**src/kwsa_div.sv**
```systemverilog
// Radix-2 restoring divider: signed 34-bit dividend by unsigned 32-bit count.
module kwsa_div (
    input  logic               aclk,
    input  logic               aresetn,
    input  logic               start,
    input  logic signed [33:0] dividend,
    input  logic [31:0]        divisor,
    output logic               done,
    output logic signed [33:0] quotient
);
    logic [33:0] mag_reg, mag_next;
    logic [33:0] quo_reg, quo_next;
    logic [32:0] rem_reg, rem_next;
    logic [31:0] den_reg;
    logic        neg_reg;
    logic [5:0]  cnt_reg, cnt_next;
    logic        busy_reg, busy_next;
    logic [33:0] trial;

    always_comb begin
        mag_next = mag_reg;
        quo_next = quo_reg;
        rem_next = rem_reg;
        cnt_next = cnt_reg;
        busy_next = busy_reg;
        trial = {rem_reg, mag_reg[33]} - {2'b00, den_reg};
        if (busy_reg) begin
            mag_next = {mag_reg[32:0], 1'b0};
            if (!trial[33]) begin
                rem_next = trial[32:0];
                quo_next = {quo_reg[32:0], 1'b1};
            end else begin
                rem_next = {rem_reg[31:0], mag_reg[33]};
                quo_next = {quo_reg[32:0], 1'b0};
            end
            cnt_next = cnt_reg - 6'd1;
            if (cnt_reg == 6'd1) begin
                busy_next = 1'b0;
            end
        end
    end

    always_ff @(posedge aclk) begin
        if (!aresetn) begin
            busy_reg <= 1'b0;
            cnt_reg <= '0;
            done <= 1'b0;
        end else begin
            done <= busy_reg && (cnt_reg == 6'd1);
            if (start) begin
                busy_reg <= 1'b1;
                cnt_reg <= 6'd34;
            end else begin
                busy_reg <= busy_next;
                cnt_reg <= cnt_next;
            end
        end
        if (start) begin
            mag_reg <= dividend[33] ? (34'd0 - dividend) : dividend;
            neg_reg <= dividend[33];
            den_reg <= divisor;
            rem_reg <= '0;
            quo_reg <= '0;
        end else begin
            mag_reg <= mag_next;
            rem_reg <= rem_next;
            quo_reg <= quo_next;
        end
    end

    assign quotient = neg_reg ? (34'sd0 - $signed(quo_reg)) : $signed(quo_reg);
endmodule

```
**config.mk**
```make
export PLATFORM = sky130hd
export DESIGN_NAME = kwsa_div
export DESIGN_NICKNAME = d
export VERILOG_FILES = /design/src/kwsa_div.sv
export SDC_FILE = /design/constraint.sdc
export NUM_CORES = 1
export LEC_CHECK = 0
export BUFFER_PORTS_ARGS = -buffer_cell sky130_fd_sc_hd__buf_4
export CELL_PAD_IN_SITES_DETAIL_PLACEMENT = 2
export CELL_PAD_IN_SITES_GLOBAL_PLACEMENT = 2
export CORE_MARGIN = 5
export CORE_UTILIZATION = 33
export DETAILED_ROUTE_END_ITERATION = 8
export HOLD_SLACK_MARGIN = 0.06
export PLACE_DENSITY = 0.82
export SKIP_CTS_REPAIR_TIMING = 1
export SYNTH_ARGS = -nofsm -noshare
export SYNTH_HDL_FRONTEND = slang
export SYNTH_SLANG_ARGS = --single-unit
```
**constraint.sdc**
```tcl
create_clock -name aclk -period 2.9 [get_ports aclk]
set_input_delay 0.29 -clock aclk [delete_from_list [all_inputs] [get_ports aclk]]
set_output_delay 0.29 -clock aclk [all_outputs]
set_load 0.005 [all_outputs]
```
# After elaboration in Yosys (flattened, before gate mapping)
# Cells that the tools add are included.
# word_totals
regBits	142
latchBits	0
ramBits	0
rom_bits	0
inputBits	69
out_inout_bits	35
memories	0
# op_classes
addsub	4
n_mul	0
n_div	0
magnitude_cmp	0
n_eq_ne	1
shifts	0
n_mux	11
n_bitwise	1
reduce_logical	3
# op_table
cell	n
two-way mux 34 bit	4
subtractor 1 x 34 -> 34 bit, first input constant	2
subtractor 34 x 32 -> 34 bit	1
two-way mux 33 bit	1
two-way mux 6 bit	2
== test 6 x 1 -> 1 bit, second input constant	1
subtractor 6 x 1 -> 6 bit, second input constant	1
two-way mux 1 bit	4
nonzero test 2 bit	1
OR reduction 2 bit	1
logical AND 1 bit	1
NOT 1 bit	1

# Depth between registers and ports, before layout
# depth
ltp_word	4
ltp_mapped	13
depth_no_buf	12

# Worst setup path after synthesis
# No wires, ideal clock.
# synth_timing
kind	input -> register
startpoint	input dividend[5]
endpoint	register mag_reg[31] (data pin)
setup_ns	0.258
arrival_time_ns	2.647
slack_ns	-0.005
path_stages	9
n_path_buf	0
cell_sequence	or4_4 -> or4_4 -> nor2_1 -> nand2_1 -> or3_4 -> or3_4 -> o41ai_2 -> xor2_1 -> a21oi_1
# synth_between
elab_chain_len	3
# synth_rtl
item	line	rtl
start: declaration	6	input logic signed [33:0] dividend,
subtractor 1 x 34 -> 34 bit	59	mag_reg <= dividend[33] ? (34'd0 - dividend) : dividend;
two-way mux 34 bit	59	
two-way mux 34 bit	58	if (start) begin
end signal: assignment	59	
end signal: assignment	65	mag_reg <= mag_next;
end: declaration	11	logic [33:0] mag_reg, mag_next;
# Every way passes these cells.
# A chain may end at the register's enable or synchronous reset.

# Final worst setup path
# layout_timing
startpoint	register den_reg[24]
endpoint	register rem_reg[13]
# layout_between
elab_chain_len	2
# layout_rtl
item	line	rtl
start: declaration	14	logic [31:0] den_reg;
start signal: assignment	61	den_reg <= divisor;
subtractor 34 x 32 -> 34 bit	26	trial = {rem_reg, mag_reg[33]} - {2'b00, den_reg};
two-way mux 33 bit	29	if (!trial[33]) begin
end signal: assignment	66	rem_reg <= rem_next;
end: declaration	13	logic [32:0] rem_reg, rem_next;
# Every way passes these cells.

==> key figures <==
Status
  – Status: complete, but fails checks
  – Failing checks: negative setup slack

Pwr
  – Clk pwr share: 37.1%
  – Sequential Power Share: 34.0%
  – Tot Pwr: 6.90 mW
  – Logic pwr share: 28.9%
  – Leakage: 5.18 nW
  – Total internal power: 4.74 mW
  – Net switching fraction of the power: 31.3%
  – Power density over cell area: 561 nW/um^2
  – Switching pwr: 2.16 mW
  – Peak VDD IR: 0.345 mV

Synth
  – Top cell type's share of synthesized area: 23.2%
  – Seq/Total Area, Yosys: 40.4%
  – Cell taking the most area after synthesis: edfxtp_1
  – Syn nets: 1,061
  – Largest cells by area after synthesis: edfxtp_1 23%, dfxtp_1 17%, mux2i_1 6.7%
  – Cell Area, Synth: 8690 sq um
  – Post-synth ARST share: 0%
  – Top cells by count, synth: 124 x nor2_1, 75 x dfxtp_1, 72 x a21oi_1
  – Distinct cells, synth: 60
  – Cells after Synth: 955
  – Primary FF master, synth: dfxtp_1
  – Most frequent cell after synthesis: nor2_1
  – Total number of yosys warnings: 0
  – Synthesized area per cell: 9.10 sq um
  – EDFF count, synth: 67
  – Yosys reg bits: 142

Floorplanning
  – Die W: 172 microns
  – Rows: 59
  – Starting Density: 33.4%
  – Core Region: 26,000 sq um
  – Chip height: 172 microns
  – Top-level I/O count: 104
  – Die area: 29,700 sq um

Clocking
  – Clock slew seen by the registers of the worst setup and hold paths: 0.06 ns
  – H-tree Lvls: 4
  – TritonCTS clock tree: built
  – Max Root-Sink Buffers: 2
  – CTS root buf: clkbuf_16
  – # clock sinks: 142
  – Worst skew pair latency: 0.44 ns
  – CTS buffer count: 17

Finish
  – FILL cells: 2,694
  – Nets: 1,291
  – P&R area growth vs syn: 41.7%
  – Antenna cells: 0
  – Non-Filler Instances: 1,533
  – Layout cells sized above 1: 31.5%

GRT
  – First-pass GRT wire length: 45,500 microns
  – Initial antenna violation count: 0
  – GRT Util Overall: 19.0%
  – Pin count of the biggest net entering global routing: 59
  – Total global routing overflow: 0
  – Via count of the first global-routing pass: 8,759

Routing
  – Post-Route WL: 34,800 microns
  – DRC: 0
  – DR pass1 iterations: 4
  – Vias/cell: 5.43
  – Via count of the routed design: 8,330
  – DR iter-0 viols: 352
  – Number of routed nets with antenna violations: 0
  – WL/cell: 22.7 microns

Timing
  – Setup TNS: -21.10 ns
  – Fin. max-slew vios: 0
  – Worst relative slew slack: 42.0%
  – Tcrit/Tclk final: 120%
  – Tightest Pin Transition: 0.870 ns
  – Final hold viol count: 0
  – Layout Skew: 0.0161 ns
  – RSZ-0062 raised after global routing: yes
  – Final setup margin: -0.585 ns
  – Crit path time final: 3.49 ns
  – FMAX: 287 MHz
  – Final setup violation count: 50

Worst setup path
  – Crit path arrival time: 3.77 ns
  – Startpoint Class: flip-flop
  – Crit path max-delay family: compound AO/OA/AOI/OAI gates
  – CP max-delay cell: xnor2_4
  – Worst EP required: 3.19 ns
  – Worst-path cell chain: inv_1 > ha_1 > a21oi_1 > o21a_1 > o21ai_0 > a221oi_1 > and3_1 > a21oi_4 > xnor2_4 > buf_6 > clkbuf_16 > mux2i_1 > a211oi_1
  – Critical path peak fanout: 8
  – CP peak stage delay: 0.46 ns
  – Setup CP Type: reg -> reg
  – Worst setup EP type: flip-flop
  – Buf/Inv on CP: 3

Place
  – Port-buffer cells: 103
  – DP Cell Count: 1,438
  – GPL Wtd Cong: 0.800
  – DPL Wire Length: 20,000 microns

Min path
  – HP Class: in -> reg

Job
  – Max-Cap Viols: 0
logic make-up (layout without fill, tap and decap cells):
group	after synthesis	count (layout)	share of synthesized area, %
AO/OA/AOI/OAI	220	220	16.4
XOR/XNOR	93	93	9.37
multiplexers	64	64	7.46
flip-flops	142	142	40.4
buffers and inverters	102	345	4.84
AND/OR/NAND/NOR	297	297	16.1
adder cells (fa/ha/maj)	37	37	5.41
routing by layer:
| layer | wire length, microns | track usage, % | vias up |
|---|---|---|---|
| met1 | 14100 | 22.8 | 4195 |
| met3 | 995 | 3.25 | 78 |
| met4 | 1180 | 5.40 | 0 |
| met2 | 18500 | 35.0 | 187 |
| li1 | - | - | 3870 |
| met5 | 0 | 0 | - |
layout by cell type (no fill, tap or decap), drive strengths merged, types with 9 or more instances in the layout:
cell,netlist,layout
nor3,10,10
nand2,65,65
dlygate4sd3,0,32
or3,11,11
nor4,9,9
a211oi,25,25
buf,14,228
ha,36,36
inv,50,53
or4,13,13
o21a,13,13
clkbuf,38,25
a21oi,73,73
o31ai,21,21
xnor2,53,53
o21ai,40,40
xor2,40,40
nand3,17,17
o41ai,10,10
nor2,124,124
dfxtp,75,75
mux2i,58,58
edfxtp,67,67
power by group through the flow:
stage               registers (mW)  clock network, mW  logic (mW)
floorplan                     2.35                  0       0.916
global placement              2.36                  0        1.43
detailed placement            2.37                  0        1.52
CTS                           2.33               2.57        1.56
global route                  2.36               2.68        2.13
finish                        2.34               2.56        2.00
metrics by stage:
| step | hold WS (ns) | setup slack, ns | util [%] | area (sq um) |
|---|---|---|---|---|
| after CTS | 0.0133 | -0.650 | 42.6 | 11100 |
| after global routing | 0.116 | -0.651 | 47.4 | 12300 |
| after global placement | 0.469 | -0.210 | 40.0 | 10400 |
| after floorplan | 0.389 | -0.00460 | - | 8690 |
| after detailed placement | 0.470 | -0.290 | 40.0 | 10400 |
| final | 0.109 | -0.585 | 47.4 | 12300 |
cell type report:
cell class	count	area (sq um)	area share, %
Clock buffer	22	487	3.95
Clock inverter	10	174	1.41
Inverter	50	188	1.52
Multi-Input combinational cell	711	5360	43.5
Sequential cell	142	3520	28.6
Tap cell	335	419	3.40
Timing Repair Buffer	263	2170	17.6
path summary, 6_finish.rpt:
kind / from / end / slack (ns) / cells after the start
max: den_reg[24] / rem_reg[13] / -0.59 / 13
min: aresetn / busy_reg / 0.11 / 2
max reg2reg: den_reg[24] / rem_reg[13] / -0.59 / 13
min reg2reg: rem_reg[7] / rem_reg[7] / 0.52 / 2
Power figures use the tool's default switching activity.
