**src/kwsa_ram.sv**
```systemverilog
// Generic single-port RAM with registered read.
module kwsa_ram #(
    parameter int unsigned WIDTH = 32,
    parameter int unsigned DEPTH = 16
) (
    input  logic                     aclk,
    input  logic                     we,
    input  logic [$clog2(DEPTH)-1:0] addr,
    input  logic [WIDTH-1:0]         wdata,
    output logic [WIDTH-1:0]         rdata
);
    logic [WIDTH-1:0] mem [DEPTH];

    always_ff @(posedge aclk) begin
        if (we) begin
            mem[addr] <= wdata;
        end
        rdata <= mem[addr];
    end
endmodule

```
**config.mk**
```make
export PLATFORM = sky130hd
export DESIGN_NAME = kwsa_ram
export DESIGN_NICKNAME = d
export VERILOG_FILES = /design/src/kwsa_ram.sv
export SDC_FILE = /design/constraint.sdc
export NUM_CORES = 1
export LEC_CHECK = 0
export ABC_AREA = 1
export BUFFER_PORTS_ARGS = -buffer_cell sky130_fd_sc_hd__buf_2
export CAP_MARGIN = 40
export CORE_MARGIN = 5
export CORE_UTILIZATION = 30
export CTS_CLUSTER_SIZE = 14
export DETAILED_ROUTE_END_ITERATION = 16
export PLACE_DENSITY = 0.42
export SYNTH_ARGS = -nofsm -noshare
export SYNTH_HDL_FRONTEND = slang
export SYNTH_SLANG_ARGS = --single-unit
```
**constraint.sdc**
```tcl
create_clock -name aclk -period 3.9 [get_ports aclk]
set_clock_uncertainty 0.05 [all_clocks]
set_input_delay 0.975 -clock aclk [delete_from_list [all_inputs] [get_ports aclk]]
set_output_delay 0.975 -clock aclk [all_outputs]
set_load 0.05 [all_outputs]
```
Word-level counts from Yosys, hierarchy flattened
Memory sizes are Yosys's and may differ from the RTL's. A register that Yosys moved wholly into a read port is not among the register bits.
Index checks and enable logic that the tools add are counted.
W data, S select, Z words.
Operators by class
  multiplexer cells: 2
Operators by type and width (number)
  $mux W1: 2
Storage, ports and cells
  bits in registers: 0
  memory bits (writable): 512
  input bits: 38
  output and inout port bits: 32
  memories kept: 1
Memories
  mem: depth 16, bits a word 32, rd ports 1, clocked after Yosys merged registers in 1, wr ports 1, RTL line 12  | logic [WIDTH-1:0] mem [DEPTH];

Longest topological paths before layout
Gate-level depths: netlist (run 1).
  depth after elaboration: 2
  mapped depth: 12

Worst setup path after synthesis (run 1)
Ideal clock, no wire load.
  kind: input port to flip-flop
  from: in addr[1]
  to: mem mem[5][0] (enable)
  library setup time: 421 ps
  arrival time: 3048 ps
  data required time: 3429 ps
  slack: 381 ps
  cell stages on the path: 6
  buffers on the path: 3
  cell sequence: buf_2 inv_1 buf_2 buf_2 nand3_1 nor2_1
RTL lines
  from (decl): RTL line 8  | input logic [$clog2(DEPTH)-1:0] addr,
  to (decl): RTL line 12
Straight into the memory's write port.

Final worst setup path (run 1)
  from: in addr[0]
  to: mem mem[8][9] (enable)
Straight into the memory's write port.

==> reports/results.tsv, run 1 <==
metric	value	unit
status	complete, no violations	
clkPwrFrac	43.9	%
synth_seq_cells	544	
nets	2219	
track_usage	14.9	%
netlist_instances	2113	
fin_util	35.1	%
fin_hold_ws	0.633	ns
cp.depth	5	
synthAdderAreaFrac	0	%
clockBufferDepth	3	
io_pins	70	
cp_max_fo	46	
grt_pass1_vias	14100	
dr.pass1.iters	5	
required	4.15	ns
internal-power	10.3	mW
portBuffers	69	
start_kind	primary input	
synth_top_family_by_area	simple AND/OR/NAND/NOR gates	
synth_edf_count	512	
synth.avg_cell_area	10.5	µm²
comb_power_share	6.8	%
drive_above_1_share	9.64	%
first_iter_violations	823	
vias	14000	
ys_async_sr_fraction	0	%
power.density	519	nW/µm²
r2r_cells	8	
synth-xor-area-share	0	%
post_drt_via_cell_ratio	4.39	
worstSkewPairLatency	0.61	ns
ir_drop	0.314	mV
r2r_start	mem[11][25]$_DFFE_PP_	
cts_setup_buffers	0	
wire_per_inst	18.6	µm
max_stage_delay	0.57	ns
sw_frac_of_total	22.8	%
clock_tree.htree_level_count	2	
nFillCells	7304	
initial_utilization	30.3	%
relSlewSlack	47.5	%
setup.worst_path.end_class	flop	
hold_viol_final	0	
synth.distinct_cells	13	
cpLargestDelayFamily	simple AND/OR/NAND/NOR gates	
worst_ep_arrival_time	2.67	ns
yosysMostFrequentCell	nand2_1	
cp_cell_sequence	clkbuf_8 -> inv_8 -> nand3_1 -> nor2_4 -> buf_4	
yosysWarnings	0	
synth_area_leader_cell	edfxtp_1	
slew_viol_final	0	
num_rows	99	
ctsRootBufferMaster	clkbuf_16	
die_width	282	µm
synth_compound_area_share	0	%
cts_resized	0	
synth.area.top_cells	edfxtp_1 69%, nand2_1 23%, dfxtp_1 2.9%	
max_freq	412	MHz
synth_area	22200	µm²
reg2reg_to	rdata[25]$_DFF_P_	
syn2layout_area_growth	15.7	%
hpwl	30500	µm
hold_path_class	reg2reg	
numCtsBuffers	59	
setup_viol_count_final	0	
setup.worst_path.start	addr[0]	
synth_ff_type	edfxtp_1	
tightest_slew	0.788	ns
die_y	282	µm
grt_pass1_wl	90100	µm
cts_hold_buf	0	
core-area	73200	µm²
cts.clk_slew.worst_paths	0.06	ns
crit_path_end	mem[8][9]$_DFFE_PP_	
worst_hold_startpoint	mem[0][4]$_DFFE_PP_	
ant_nets	0	
r2r_setup_slack	2.81	ns
n_antenna_cell	0	
period_share	62.2	%
overflow	0	
synth_common_cells	1378 x nand2_1, 512 x edfxtp_1, 70 x inv_1, 41 x buf_2, 32 x dfxtp_1	
tritoncts	yes	
synth_top_area_share	69.2	%
yosysSeqAreaShare	72.1	%
critPathKind	in2reg	
drt_wl_total	59500	µm
antenna_found_initial	0	
tns	0	ns
p_switching	3.03	mW
yosys-mux-area-fraction	0	%
synth-simple-area-share	23.7	%
cpMaxStageDelayCell	nor2_4	
grt_setup_unrepaired	false	
syn-num-nets	2151	
max-cap-violations	0	
dieArea	79600	µm²
drc	0	
crit_buf_inv	3	
clock_sink_count	544	
grt_max_degree	151	
seqPwrFrac	49.3	%
fin_crit	2.43	ns
gp_congestion	0.711	
p_leak	10.7	nW
-- worst min-delay path, cell delays in order, from the launching register on --
cell,delay [ns]
edfxtp_1,0.31
nand2_1,0.05
nand2_1,0.05
nand2_1,0.04
nand2_1,0.05
nand2_1,0.04
nand2_1,0.05
inv_1,0.03
nand2_1,0.04
-- power groups by stage --
stage	sequential, mW	clock [mW]	combinational [mW]
after floorplan	6.83	0	0.454
after global placement	6.70	0	0.925
after detailed placement	6.70	0	0.927
after CTS	6.58	6.03	0.930
after global routing	6.58	6.29	1.02
final	6.58	5.85	0.906
-- worst min-delay path by stage --
stage                                       to  slack, ns  cells after the start
after floorplan               rdata[0]$_DFF_P_       0.59                      8
after global placement        rdata[4]$_DFF_P_       0.63                      8
after detailed placement      rdata[6]$_DFF_P_       0.63                      8
after CTS                     rdata[4]$_DFF_P_       0.64                      8
after global routing      mem[1][21]$_DFFE_PP_       0.68                      1
final                         rdata[4]$_DFF_P_       0.63                      8
-- final cells by class --
class	count	area, µm²	share of cell area [%]
flip-flops and latches	544	16000	62.3
multi-input cells	1400	5400	21.0
clock buffers	82	1670	6.48
well taps	959	1200	4.67
repair buffers	105	772	3.00
clock inverters	29	368	1.43
inverters	71	277	1.08
-- logic make-up (layout without fill, tap and decap cells) --
group,Yosys count,after routing
and+or+nand+nor,1400,1400
DFF,544,544
buffers and inverters,169,287
-- flip-flops by register name, summed over array words and instances (netlist names) --
name and count:
mem 512, rdata 32
-- layout by cell type, fill, tap and decap left out --
cell | netlist | routed
nand2_1 | 1378 | 1378
edfxtp_1 | 512 | 512
inv_1 | 70 | 67
buf_2 | 41 | 67
clkbuf_16 | 0 | 61
dfxtp_1 | 32 | 32
buf_4 | 17 | 26
nor2_4 | 0 | 18
clkbuf_1 | 10 | 15
buf_12 | 0 | 10
bufinv_16 | 0 | 9
clkinv_2 | 0 | 9
clkinv_1 | 0 | 8
clkbuf_8 | 0 | 7
nand3_1 | 4 | 4
clkinvlp_4 | 0 | 3
inv_2 | 0 | 2
inv_8 | 0 | 1
inv_4 | 0 | 1
buf_16 | 0 | 1
-- through the flow --
stage	setup slack, ns	total power [mW]	instances	area (µm²)
floorplan	0.381	7.29	2113	22200
global placement	0.879	7.63	3078	23600
detailed placement	0.799	7.63	3079	23700
CTS	1.46	13.5	3190	25700
global route	1.38	13.9	3190	25700
finish	1.47	13.3	3190	25700
-- layer usage --
metal  track usage, %  wire [µm]  vias up
li1                 -          -     6907
met1             21.4      28800     6815
met2             24.2      27400      223
met3             2.28       2170       74
met4             3.43       1100        0
met5                0          0        -
(Power assumes the default switching activity.)
==> run 2, diff against run 1 <==
Settings changed: PLACE_DENSITY 0.42 to 0.44.
Clock period 3.9 ns to 2.1 ns, I/O delays scaled along.
==> run 2 against run 1 <==
Effect of this change:
- power grew 77%
- combinational power grew 93%
- global-route usage shrank 0.14 points
- via count is essentially flat
- final cell count grew 0.97%
- worst hold slack lost 0.37 ns
- design area grew 1.6%
- setup slack lost 1.2 ns
- non-clock buffer count grew 33
==> reports/results.tsv, run 2 (same netlist as run 1, synthesis figures left out) <==
metric	value	unit	change
setup_viol_count_final	0		unchanged
drc	0		unchanged
nFillCells	7194		-1.5%
largest_reg_flops	512		unchanged
grt_pass1_wl	89000	µm	-1.3%
reg2reg_to	rdata[30]$_DFF_P_		
tightest_slew	0.641	ns	-0.146 ns
cts_setup_buffers	0		unchanged
cts_hold_buf	0		unchanged
status	complete, no violations		
slew_viol_final	0		unchanged
ant_nets	0		unchanged
cts.clk_slew.worst_paths	0.06	ns	about the same
syn2layout_area_growth	17.6	%	
hold_viol_final	0		unchanged
cpMaxStageDelayCell	dfxtp_1		
cts_resized	0		unchanged
ir_drop	0.609	mV	+94%
largestRegisters	mem: 512 flops, rdata: 32 flops		
dr.pass1.iters	5		unchanged
portBuffers	69		unchanged
relSlewSlack	57.2	%	+9.8 points
wire_per_inst	18.4	µm	-1.2%
worst_hold_startpoint	wdata[11]		
hpwl	32900	µm	+8.1%
cp_max_fo	1		-98%
grt_pass1_vias	13600		-3.6%
post_drt_via_cell_ratio	4.36		-0.87%
vias	14000		+0.093%
grt_setup_unrepaired	false		
grt_max_degree	72		-52%
die_y	282	µm	unchanged
max-cap-violations	0		unchanged
cpLargestDelayFamily	flip-flops		
setup.worst_path.end_class	output pin		
io_pins	70		unchanged
clockBufferDepth	3		unchanged
overflow	0		unchanged
r2r_start	mem[11][30]$_DFFE_PP_		
drt_wl_total	59300	µm	-0.28%
drive_above_1_share	10.5	%	+0.85 points
worst_ep_arrival_time	1.29	ns	-1.38 ns
r2r_cells	8		unchanged
clock_sink_count	544		unchanged
initial_utilization	30.3	%	unchanged
max_stage_delay	0.40	ns	-0.17 ns
first_iter_violations	772		-6.2%
die_width	282	µm	unchanged
power.density	903	nW/µm²	+74%
period_share	88.8	%	
fin_crit	1.87	ns	
dieArea	79600	µm²	unchanged
cp_cell_sequence	buf_2		
clock_tree.htree_level_count	2		unchanged
layout_commonest_cell	nand2_1		
hold_path_class	in2reg		
numCtsBuffers	57		-3.4%
max_freq	536	MHz	
final_cell_mix	1378 x nand2_1, 512 x edfxtp_1, 67 x inv_1, 67 x buf_2, 57 x clkbuf_16		
start_kind	flop		
critPathKind	reg2out		
fin_util	35.7	%	+0.58 points
worstSkewPairLatency	0.60	ns	about the same
ctsRootBufferMaster	clkbuf_16		
seqCellArea	16000	µm²	unchanged
tns	0	ns	unchanged
p_leak	10.8	nW	+1.3%
crit_buf_inv	1		-2
tritoncts	yes		
hold_depth	1		-7
regMostFlops	mem		
track_usage	14.8	%	-0.14 points
hold_end	mem[14][11]$_DFFE_PP_		
core-area	73200	µm²	unchanged
multi_input_area	5450	µm²	+0.93%
antenna_found_initial	3		+3
nets	2250		+1.4%
num_rows	99		unchanged
required	1.52	ns	-2.63 ns
r2r_setup_slack	1.04	ns	-1.77 ns
gp_congestion	0.743		+4.5%
[run 2: report_power, final]
group | internal, mW | leakage, nW | switching (mW)
registers | 12.1 | 4.89 | 0.0887
clock network | 5.58 | 0.855 | 4.01
logic | 0.454 | 5.07 | 1.30
[run 2: cell type report]
cell class | instances | area share [%]
flip-flops and latches | 544 | 61.3
multi-input cells | 1400 | 20.9
clock buffers | 93 | 6.17
repair buffers | 138 | 5.41
well taps | 959 | 4.59
inverters | 71 | 1.06
clock inverters | 14 | 0.570
diodes | 2 | 0.0192
[run 2: worst max-delay path by stage]
stage | cells after the start | end | start
floorplan | 6 | mem[0][0]$_DFFE_PP_ | addr[0]
global placement | 9 | rdata[27]$_DFF_P_ | addr[2]
detailed placement | 9 | rdata[25]$_DFF_P_ | addr[2]
CTS | 1 | rdata[21] | rdata[21]$_DFF_P_
global route | 1 | rdata[15] | rdata[15]$_DFF_P_
finish | 1 | rdata[13] | rdata[13]$_DFF_P_
[run 2: through the flow]
stage / hold WS, ns / total power, mW / setup WS [ns] / instances / cell area, µm²
finish: 0.264 / 23.6 / 0.235 / 3221 / 26100
CTS: 0.216 / 23.9 / 0.188 / 3219 / 26100
global placement: 0.617 / 14.2 / 0.124 / 3112 / 24300
detailed placement: 0.629 / 14.3 / 0.113 / 3112 / 24300
global route: 0.237 / 24.6 / 0.186 / 3219 / 26100
floorplan: 0.574 / 13.6 / 0.00593 / 2113 / 22400
[run 2: routing by layer]
layer	vias up	global-route usage, %	wire length (µm)
met5	-	0	0
met4	0	3.20	1060
met3	75	2.26	2050
met2	230	24.7	28500
met1	6754	20.6	27800
li1	6973	-	-
